**src/hw/rtl/qrq_pkg.sv**
```systemverilog
`timescale 1ns / 1ps
// ----------------------------------------------------------------------------
// qrq_pkg
// Types, codes and helpers for the ready-queue unit.
// ----------------------------------------------------------------------------
package qrq_pkg;

  localparam int COUNT_W = 7;

  typedef enum logic [1:0] {
    OP_ARRIVE  = 2'd0,
    OP_REQUEUE = 2'd1,
    OP_DISPATCH = 2'd2,
    OP_RELEASE = 2'd3
  } op_t;

  typedef enum logic [1:0] {
    MODE_FCFS = 2'd0,
    MODE_SRT  = 2'd1,
    MODE_RR   = 2'd2,
    MODE_PRIO = 2'd3
  } mode_t;

  typedef struct packed {
    logic [1:0]  opcode;
    logic [5:0]  task_id;
    logic [15:0] remaining_time;
    logic [7:0]  task_priority;
    logic [2:0]  core_index;
  } in_word_t;

  typedef struct packed {
    logic               dispatched_valid;
    logic [5:0]         dispatched_id;
    logic               queue_empty;
    logic               insert_dropped;
    logic               preempt_valid;
    logic [2:0]         preempt_core;
    logic [COUNT_W-1:0] queue_count;
  } out_word_t;

  typedef struct packed {
    logic [5:0]  id;
    logic [15:0] rtime;
    logic [7:0]  prio;
  } slot_t;

  localparam int SLOT_W = $bits(slot_t);

  typedef enum logic [3:0] {
    ST_IDLE,
    ST_SC_RD,
    ST_SC_CK,
    ST_SH_RD,
    ST_SH_WR,
    ST_WRITE,
    ST_PRE_RD,
    ST_PRE_CK,
    ST_PRE_END,
    ST_HD_RD,
    ST_HD_CK,
    ST_DONE
  } state_t;

  function automatic logic [15:0] key_of(input slot_t s, input logic [1:0] mode);
    return (mode == MODE_SRT) ? s.rtime : {8'd0, s.prio};
  endfunction

endpackage

```
**src/hw/rtl/qrq_ram.sv**
```systemverilog
`timescale 1ns / 1ps
// ----------------------------------------------------------------------------
// qrq_ram
// Simple dual-port RAM: one write port, one read port with registered data.
// ----------------------------------------------------------------------------
module qrq_ram #(
  parameter int WIDTH = 8,
  parameter int DEPTH = 8
) (
  input  logic                                   clk,
  input  logic                                   we,
  input  logic [((DEPTH > 1) ? $clog2(DEPTH) : 1)-1:0] waddr,
  input  logic [WIDTH-1:0]                       wdata,
  input  logic [((DEPTH > 1) ? $clog2(DEPTH) : 1)-1:0] raddr,
  output logic [WIDTH-1:0]                       rdata
);

  logic [WIDTH-1:0] mem [DEPTH];

  always_ff @(posedge clk) begin
    if (we) begin
      mem[waddr] <= wdata;
    end
    rdata <= mem[raddr];
  end

endmodule

```
**src/hw/rtl/multi_policy_ready_queue_unit.sv**
```systemverilog
`timescale 1ns / 1ps
// ----------------------------------------------------------------------------
// multi_policy_ready_queue_unit
// Ready queue for a task scheduler: FCFS/RR append, sorted insert by remaining
// time or priority, dispatch to a core, core release, preemption report.
// Steps: release, empty dispatch or dropped insert go straight to the result;
// dispatch reads the head entry; append writes at the tail; sorted insert does
// a forward key scan, then a one-entry-per-cycle shift in the slot RAM, then
// the write; a priority arrival then scans the cores for a preemption.
// One word in flight: a new word is taken only once the last has passed its
// result to out, and the next word is taken while a result waits at out.
// Reset: queue empty, all cores idle, policy first-come; RAM is not cleared.
// ----------------------------------------------------------------------------
module multi_policy_ready_queue_unit
  import qrq_pkg::*;
#(
  parameter int QUEUE_DEPTH = 64,
  parameter int CORE_COUNT  = 8
) (
  input  logic      clk,
  input  logic      rst,
  input  logic      in_valid,
  output logic      in_ready,
  input  in_word_t  in_data,
  output logic      out_valid,
  input  logic      out_ready,
  output out_word_t out_data,
  input  logic      cfg_valid,
  output logic      cfg_ready,
  input  logic [1:0] cfg_data
);

  localparam int IW = (QUEUE_DEPTH > 1) ? $clog2(QUEUE_DEPTH) : 1;
  localparam int LW = $clog2(QUEUE_DEPTH + 1);
  localparam int CW = (CORE_COUNT > 1) ? $clog2(CORE_COUNT) : 1;

  state_t            state, state_next;
  logic [1:0]        mode;
  in_word_t          item, item_next;
  logic [LW-1:0]     len, len_next;
  logic [IW-1:0]     head, head_next;
  logic [LW-1:0]     idx, idx_next;
  logic [LW-1:0]     pos, pos_next;
  logic [CW-1:0]     cidx, cidx_next;
  logic              found, found_next;
  logic [7:0]        best, best_next;
  out_word_t         res, res_next;
  logic [CORE_COUNT-1:0] core_busy, core_busy_next;

  logic              q_we;
  logic [IW-1:0]     q_waddr, q_raddr;
  slot_t             q_wdata, q_rdata;
  logic              c_we;
  logic [CW-1:0]     c_waddr, c_raddr;
  logic [7:0]        c_wdata, c_rdata;

  slot_t             new_slot;
  logic              core_ok;
  logic [CW+2:0]     core_ext;
  logic [CW-1:0]     core_addr;

  function automatic logic [IW-1:0] phys(input logic [LW-1:0] i);
    logic [LW:0] s;
    s = (LW+1)'(head) + (LW+1)'(i);
    if (s >= (LW+1)'(QUEUE_DEPTH)) begin
      s = s - (LW+1)'(QUEUE_DEPTH);
    end
    return s[IW-1:0];
  endfunction

  qrq_ram #(.WIDTH(SLOT_W), .DEPTH(QUEUE_DEPTH)) u_slot_ram (
    .clk   (clk),
    .we    (q_we),
    .waddr (q_waddr),
    .wdata (q_wdata),
    .raddr (q_raddr),
    .rdata (q_rdata)
  );

  qrq_ram #(.WIDTH(8), .DEPTH(CORE_COUNT)) u_core_ram (
    .clk   (clk),
    .we    (c_we),
    .waddr (c_waddr),
    .wdata (c_wdata),
    .raddr (c_raddr),
    .rdata (c_rdata)
  );

  assign in_ready  = (state == ST_IDLE);
  assign cfg_ready = 1'b1;

  assign new_slot  = '{id: item.task_id, rtime: item.remaining_time,
                       prio: item.task_priority};
  assign core_ok   = (32'(item.core_index) < 32'(CORE_COUNT));
  assign core_ext  = (CW+3)'(item.core_index);
  assign core_addr = core_ext[CW-1:0];

  always_comb begin
    state_next     = state;
    item_next      = item;
    len_next       = len;
    head_next      = head;
    idx_next       = idx;
    pos_next       = pos;
    cidx_next      = cidx;
    found_next     = found;
    best_next      = best;
    res_next       = res;
    core_busy_next = core_busy;
    q_we           = 1'b0;
    q_waddr        = phys(pos);
    q_wdata        = new_slot;
    q_raddr        = phys(idx);
    c_we           = 1'b0;
    c_waddr        = core_addr;
    c_wdata        = q_rdata.prio;
    c_raddr        = cidx;

    unique case (state)
      ST_IDLE: begin
        if (in_valid) begin
          item_next = in_data;
          res_next  = '0;
          idx_next  = '0;
          unique case (in_data.opcode)
            OP_ARRIVE, OP_REQUEUE: begin
              if (len == LW'(QUEUE_DEPTH)) begin
                res_next.insert_dropped = 1'b1;
                state_next = ST_DONE;
              end else if ((mode == MODE_SRT || mode == MODE_PRIO) && len != '0) begin
                state_next = ST_SC_RD;
              end else begin
                pos_next   = len;
                state_next = ST_WRITE;
              end
            end
            OP_DISPATCH: begin
              if (len == '0) begin
                res_next.queue_empty = 1'b1;
                state_next = ST_DONE;
              end else begin
                state_next = ST_HD_RD;
              end
            end
            default: begin
              state_next = ST_DONE;
            end
          endcase
        end
      end

      ST_SC_RD: begin
        state_next = ST_SC_CK;
      end

      ST_SC_CK: begin
        if (key_of(q_rdata, mode) > key_of(new_slot, mode)) begin
          pos_next   = idx;
          idx_next   = len - LW'(1);
          state_next = ST_SH_RD;
        end else if (idx == len - LW'(1)) begin
          pos_next   = len;
          state_next = ST_WRITE;
        end else begin
          idx_next = idx + LW'(1);
          q_raddr  = phys(idx + LW'(1));
        end
      end

      ST_SH_RD: begin
        state_next = ST_SH_WR;
      end

      ST_SH_WR: begin
        q_we    = 1'b1;
        q_waddr = phys(idx + LW'(1));
        q_wdata = q_rdata;
        if (idx == pos) begin
          state_next = ST_WRITE;
        end else begin
          idx_next = idx - LW'(1);
          q_raddr  = phys(idx - LW'(1));
        end
      end

      ST_WRITE: begin
        q_we     = 1'b1;
        len_next = len + LW'(1);
        if (item.opcode == OP_ARRIVE && mode == MODE_PRIO) begin
          cidx_next  = '0;
          found_next = 1'b0;
          best_next  = '0;
          state_next = ST_PRE_RD;
        end else begin
          state_next = ST_DONE;
        end
      end

      ST_PRE_RD: begin
        state_next = ST_PRE_CK;
      end

      ST_PRE_CK: begin
        if (core_busy[cidx] && (!found || c_rdata > best)) begin
          found_next = 1'b1;
          best_next  = c_rdata;
          res_next.preempt_core = 3'(cidx);
        end
        if (cidx == CW'(CORE_COUNT - 1)) begin
          state_next = ST_PRE_END;
        end else begin
          cidx_next = cidx + CW'(1);
          c_raddr   = cidx + CW'(1);
        end
      end

      ST_PRE_END: begin
        if (found && best > item.task_priority) begin
          res_next.preempt_valid = 1'b1;
        end else begin
          res_next.preempt_core = '0;
        end
        state_next = ST_DONE;
      end

      ST_HD_RD: begin
        state_next = ST_HD_CK;
      end

      ST_HD_CK: begin
        res_next.dispatched_valid = 1'b1;
        res_next.dispatched_id    = q_rdata.id;
        head_next = phys(LW'(1));
        len_next  = len - LW'(1);
        if (core_ok) begin
          c_we = 1'b1;
          core_busy_next[core_addr] = 1'b1;
        end
        state_next = ST_DONE;
      end

      ST_DONE: begin
        if (item.opcode == OP_RELEASE && core_ok) begin
          core_busy_next[core_addr] = 1'b0;
        end
        res_next.queue_count = COUNT_W'(len);
        if (!out_valid || out_ready) begin
          state_next = ST_IDLE;
        end else begin
          core_busy_next = core_busy;
        end
      end

      default: begin
        state_next = ST_IDLE;
      end
    endcase
  end

  always_ff @(posedge clk) begin
    if (rst) begin
      state     <= ST_IDLE;
      mode      <= MODE_FCFS;
      len       <= '0;
      head      <= '0;
      core_busy <= '0;
      out_valid <= 1'b0;
    end else begin
      state     <= state_next;
      len       <= len_next;
      head      <= head_next;
      core_busy <= core_busy_next;
      if (cfg_valid) begin
        mode <= cfg_data;
      end
      if (state == ST_DONE && (!out_valid || out_ready)) begin
        out_valid <= 1'b1;
      end else if (out_ready) begin
        out_valid <= 1'b0;
      end
    end
  end

  always_ff @(posedge clk) begin
    item  <= item_next;
    idx   <= idx_next;
    pos   <= pos_next;
    cidx  <= cidx_next;
    found <= found_next;
    best  <= best_next;
    res   <= res_next;
    if (state == ST_DONE && (!out_valid || out_ready)) begin
      out_data <= res_next;
    end
  end

endmodule
```
**config.mk**
```make
export PLATFORM = sky130hd
export DESIGN_NAME = multi_policy_ready_queue_unit
export DESIGN_NICKNAME = d
export VERILOG_FILES = /design/src/hw/rtl/qrq_pkg.sv /design/src/hw/rtl/qrq_ram.sv /design/src/hw/rtl/multi_policy_ready_queue_unit.sv
export SDC_FILE = /design/constraint.sdc
export NUM_CORES = 2
export LEC_CHECK = 0
export BUFFER_PORTS_ARGS = -buffer_cell sky130_fd_sc_hd__buf_2
export CAP_MARGIN = 25
export CORE_UTILIZATION = 42
export DETAILED_ROUTE_END_ITERATION = 12
export GPL_ROUTABILITY_DRIVEN = 0
export GPL_TIMING_DRIVEN = 0
export MAX_ROUTING_LAYER = met4
export REMOVE_ABC_BUFFERS = 1
export SLEW_MARGIN = 10
export SYNTH_ARGS = -nofsm -noshare
export SYNTH_HDL_FRONTEND = slang
export SYNTH_SLANG_ARGS = --single-unit
```
**constraint.sdc**
```tcl
create_clock -name clk -period 11.9 [get_ports clk]
set_clock_uncertainty 0.05 [all_clocks]
set_input_delay 0.595 -clock clk [delete_from_list [all_inputs] [get_ports clk]]
set_output_delay 0.595 -clock clk [all_outputs]
set_load 0.01 [all_outputs]
```
* Word level (Yosys, flattened, before mapping)
Memories as Yosys holds them, arrays and structs flattened. A register that Yosys moved wholly into a read port is not among the register bits.
Index checks and enable logic that the tools add are counted.
** Cells by class
- Bitwise gates (word level) :: 3
- Multiplexer cells :: 76
- Add/sub/neg operators :: 15
- Reduce and logical (&&, ||, !) cells :: 32
- Equal/unequal tests :: 33
- Magnitude comparators :: 11
** Operators by type and width (count)
- 7-bit two-way mux :: 10
- 7-bit case mux with 2 select lines :: 4
- 6-bit two-way mux :: 9
- 4-bit case mux with 11 select lines :: 1
- 6-bit by 7-bit adder with 8-bit output :: 4
- 8-bit by 7-bit >= comparator with 1-bit output (second input constant) :: 4
- 16-bit two-way mux :: 2
- 4-bit two-way mux :: 8
- 8-bit two-way mux :: 4
- 8-bit case mux with 2 select lines :: 2
- 30-bit two-way mux :: 1
- 6-bit by 1-bit subtractor with 6-bit output (second input constant) :: 5
- 7-bit case mux with 3 select lines :: 1
- 20-bit two-way mux :: 1
- 2-bit inequality test (second input constant) :: 10
- 3-bit two-way mux :: 6
- 1-bit two-way mux :: 17
- 4-bit by 3-bit equality test with 1-bit output (second input constant) :: 4
- 4-bit equality test (second input constant) :: 4
- 16-bit greater-than comparator :: 1
- 8-bit greater-than comparator :: 2
- 7-bit by 1-bit adder with 7-bit output (second input constant) :: 2
- 7-bit equality test :: 2
- 7-bit by 1-bit subtractor with 7-bit output (second input constant) :: 2
- other kinds (39) :: 64
** Storage, ports and cells
- Output and inout bits :: 23
- Memories kept :: 2
- RAM bits :: 1984
- Register bits :: 129
** Memory list
- u_slot_ram.mem :: words 64, width 30, rd ports 1, clocked after Yosys merged registers in 1, write ports 1, line qrq_ram.sv:18 : logic [WIDTH-1:0] mem [DEPTH];
- u_core_ram.mem :: words 8, width 8, rd ports 1, clocked after Yosys merged registers in 1, write ports 1, line qrq_ram.sv:18

* Longest topological paths before layout
- Word-level depth :: 9
- Gate-level depth with buffers :: 22
- Gate-level depth less buffers :: 15

* Modules after synthesis
Synthesis repeated with hierarchy kept, for this count alone.
** Second synthesis, totals
- Cells, all modules :: 4271
- Area, all modules :: 84534.8 µm²
** Modules (own cells, without submodules)
- qrq_ram (u_slot_ram) :: times used 1, area an instance 73972.2 µm², cells an instance 3309
- multi_policy_ready_queue_unit :: times used 1, area an instance 7871.3 µm², cells an instance 848
- qrq_ram (u_core_ram) :: times used 1, area an instance 2691.3 µm², cells an instance 114

* Worst setup path after synthesis
Ideal clock, no wire load.
- Kind :: flip-flop to flip-flop
- Start :: register mode[0]
- End :: register u_slot_ram.rdata[10], read port of u_slot_ram.mem
- Path slack :: 7.323 ns
- Library setup time :: 0.124 ns
- Buffers on the path :: 4
- Stages on the path, launching flop included :: 18
- Arrival time :: 4.403 ns
- Required time :: 11.726 ns
- Cells stage by stage :: dfxtp_1 nor2b_1 buf_1 clkbuf_1 nand2_1 ha_1 nand4_1 nor4_1 a21bo_1 a31o_1 buf_2 a21oi_4 xnor2_2 buf_2 mux4_2 nand2_1 nand4_1 a2111o_1
** On the way
- Word-level cells in the longest chain between the ends :: 5
- Elaborated cells on any way between the ends :: 6
- Classes of those cells :: 1 x order compare; 1 x eq/ne; 4 x mux
** Ends and longest elaborated chain
- start: declaration :: line multi_policy_ready_queue_unit.sv:38 : logic [1:0] mode;
- start signal: assignment :: line multi_policy_ready_queue_unit.sv:274 : mode <= cfg_data;
- 2-bit by 1-bit equality test with 1-bit output (*) :: line qrq_pkg.sv:66 : return (mode == MODE_SRT) ? s.rtime : {8'd0, s.prio};
- 16-bit two-way mux :: line qrq_pkg.sv:66
- 16-bit greater-than comparator (*) :: line multi_policy_ready_queue_unit.sv:157 : if (key_of(q_rdata, mode) > key_of(new_slot, mode)) begin
- 6-bit two-way mux (*) :: line multi_policy_ready_queue_unit.sv:157
- 6-bit case mux with 2 select lines (*) :: line multi_policy_ready_queue_unit.sv:119 : unique case (state)
- end: declaration :: line qrq_ram.sv:15 : output logic [WIDTH-1:0] rdata
Every way passes the cells marked *; elsewhere a longest branch is shown, timed or not.
A chain may end at the register's enable or synchronous reset.

* Worst setup path in the final report
- Start :: register mode[0]
- End :: register u_slot_ram.rdata[5], read port of u_slot_ram.mem
Same word-level chain as after synthesis.

==> metrics.csv <==
metric,value,unit
fmax,125.2,MHz
timing.rr.start,mode[0],
seqPwrFrac,0.273,
avgSynthCellArea,13.50,sq um
r2r_slack,3910,ps
first_pass_iters,6,
ys_types,78,
end_kind,flop,
grt_max_degree,71,
start_util,0.4227,
start_kind,flop,
cp_slowest_cell,nor4_1,
ir_drop,0.3175,mV
num_io_pins,65,
drive_above_1_share,0.1338,
swShare,0.4458,
finalHoldViolations,0,
core,222100,sq um
fin_util,0.4959,
r2r-end,u_slot_ram.rdata[5],
comb_power_share,0.542,
fin_crit,7990,ps
endpoint,u_slot_ram.rdata[5],
crit_buf_inv,7,
worst_pin_slew,1061,ps
drc,0,
power_switching,16.04,mW
die_area,225400,sq um
rows,173,
grtUsageTotal,0.2723,
grt_pass1_wl,438700,um
setup_violations,0,
status,"finished, final reports clean",
fin_crit_sh,0.6714,
cts_setup_buffers,0,
cts-root-buf,clkbuf_16,
crit_family,simple AND/OR/NAND/NOR gates,
criticalPathCategory,reg2reg,
cts_inserted_buffers,220,
clock_latency,890,ps
worstPathRequired,12590,ps
clkTransAtPathRegs,60,ps
hp-class,in2reg,
async_flop_share,0,
power.leakage,34.81,nW
grt_pass1_vias,64830,
overflow,0,
cts_max_level,4,
clk_path_buf_depth,3,
synthCells,6954,
vias,66820,
drt-wirelength-per-cell,30.07,um
layout.nets,7067,
cts_sinks,2151,
worstPathMaxFanout,31,
rsz0062_at_grt,false,
syn2layout_area_growth,17.30,%
routed_via_density,6.591,
die_h,474.8,um
ys_ff_latch,2151,
synth_edf_count,2065,
drtAntennaViolNets,0,
slowest_delay,800,ps
synth_seq_area_share,0.6788,
pwr-share-clk,0.185,
p_int,19.94,mW
antenna_found_initial,14,
drt_iter0_markers,9005,
synth_top_flop_cell,edfxtp_1,
io_buffers,63,
yosys_warnings,0,
r2r_cells,20,
mappedNetlistArea,93890,sq um
routed_wirelength,304800,um
drv_cap,0,
cellPowerDensity,326.8,nW/um^2
dpl.hpwl,191300,um
cts_tree,built,
die_w,474.8,um
cp.arrival,8680,ps
relSlewSlack,0.2892,
drv_slew,0,
crit_chain,nor2b_4 > buf_12 > nand2_1 > ha_1 > nand4_1 > nor4_1 > and4_1 > a31o_1 > a21oi_4 > xnor2_4 > buf_16 > buf_16 > buf_16 > buf_16 > buf_12 > buf_12 > mux4_2 > nand2_1 > nand4_1 > a2111o_1,
crit_start,mode[0],
crit_path_frequent_cell,buf_16,
cp_num_cells,20,
whs,140.6,ps
## logic make-up (layout without fill, tap and decap cells)
kind of cell / Yosys count / in the layout / share of synthesized area
mux: 288 / 288 / 0.04218
simple gates: 1457 / 1457 / 0.06497
xor+xnor: 62 / 62 / 0.006317
fa+ha+maj: 62 / 62 / 0.008583
buf+inv: 648 / 841 / 0.02881
flops: 2151 / 2151 / 0.6788
compound gates: 2285 / 2285 / 0.1703
other cells: 1 / 17 / 0.00003994
## routing by layer
| metal | share of wire | GRT usage |
|---|---|---|
| met1 | 0.38 | 0.3447 |
| met2 | 0.46 | 0.4158 |
| met3 | 0.11 | 0.06184 |
| met4 | 0.050 | 0.1260 |
| met5 | 0 | - |
## registers in the layout (all words and copies together) (netlist names), 2 cells and up, named ones only
signal and count:
u_core_ram.mem 64, out_data 20, u_slot_ram.rdata 30, mode 2
state 4, cidx 3, len 7, item 32
best 8, res 20, u_core_ram.rdata 8, c_waddr 3
u_slot_ram.mem 1920, head 6, pos 7, idx 7
## synthesized netlist by cell type (60+ instances only)
master,instances,share of area
o22a_1,150,0.014
a211oi_1,124,0.0099
a21oi_1,210,0.011
nand2_1,760,0.030
nor2_1,372,0.015
mux2_2,81,0.0097
mux2i_1,129,0.014
nand3_1,170,0.0091
buf_2,122,0.0065
clkbuf_1,417,0.017
dfxtp_1,86,0.018
o221ai_1,390,0.036
mux4_2,78,0.019
o22ai_1,574,0.038
edfxtp_1,2065,0.66
a31oi_1,63,0.0042
a221oi_1,60,0.0056
o21ai_0,354,0.019
nand4_1,70,0.0047
a32oi_1,151,0.014
## cells in the final DEF, fill, tap and decap left out, types with 60 or more instances in the layout
| cell | n |
|---|---|
| a211oi_1 | 124 |
| a21oi_1 | 209 |
| a221oi_1 | 60 |
| a31oi_1 | 63 |
| a32oi_1 | 151 |
| buf_12 | 131 |
| buf_16 | 131 |
| buf_2 | 65 |
| clkbuf_16 | 222 |
| dfxtp_1 | 86 |
| edfxtp_1 | 2065 |
| mux2_2 | 81 |
| mux2i_1 | 128 |
| mux4_2 | 78 |
| nand2_1 | 732 |
| nand3_1 | 170 |
| nand4_1 | 70 |
| nor2_1 | 302 |
| nor2_4 | 70 |
| o21ai_0 | 346 |
| o221ai_1 | 390 |
| o22a_1 | 150 |
| o22ai_1 | 574 |
## per-stage QoR
stage / power (mW) / setup WS (ps) / TNS (ps) / cells / cell area, sq um
detailed placement: 28.98 / 4134 / 0 / 9674 / 102800
global placement: 24.20 / -54200 / -4233820 / 9385 / 95370
finish: 35.99 / 3910 / 0 / 10140 / 110100
CTS: 35.64 / 4082 / 0 / 10120 / 110100
floorplan: 20.07 / -23390 / -698830 / 6347 / 91330
global route: 37.23 / 3710 / 0 / 10130 / 110100
## worst min-delay path by stage
stage,startpoint,end,depth (start not counted)
finish,in_valid,state[1],4
global placement,res[19],res[19],2
global route,in_valid,state[1],4
detailed placement,res[11],res[11],2
CTS,in_valid,state[1],4
floorplan,res[19],res[19],2
## timing repair
item	in CTS	in global routing
endpoints found under the setup margin	0	0
hold buffers	40	0
hold endpoints to repair	39	0
resized for setup	0	0
## power by group through the flow
| stage | combinational [mW] | sequential (mW) | clock [mW] |
|---|---|---|---|
| floorplan | 10.2 | 9.90 | 0 |
| global placement | 14.0 | 10.2 | 0 |
| detailed placement | 19.0 | 9.95 | 0 |
| CTS | 19.1 | 9.80 | 6.72 |
| global route | 20.4 | 9.83 | 7.01 |
| finish | 19.5 | 9.81 | 6.67 |
## worst register-to-register path, cell delays in order, from the launching register on
cell	delay [ps]
dfxtp_1	420
nor2b_4	420
buf_12	250
nand2_1	100
ha_1	330
nand4_1	280
nor4_1	800
and4_1	320
a31o_1	680
a21oi_4	280
xnor2_4	630
buf_16	250
buf_16	180
buf_16	200
buf_16	200
buf_12	210
buf_12	210
mux4_2	530
nand2_1	80
nand4_1	720
a2111o_1	710
## final cells by class
class,count,area (sq um)
antenna,16,40.04
clock buffer,289,5917
clock inverter,117,945.9
fill,18450,112000
inverter,41,153.9
multi-input combinational,4155,28420
sequential,2151,63730
tap,2975,3722
timing repair buffer,394,7198
No activity file was read; power rests on OpenSTA's default activity.
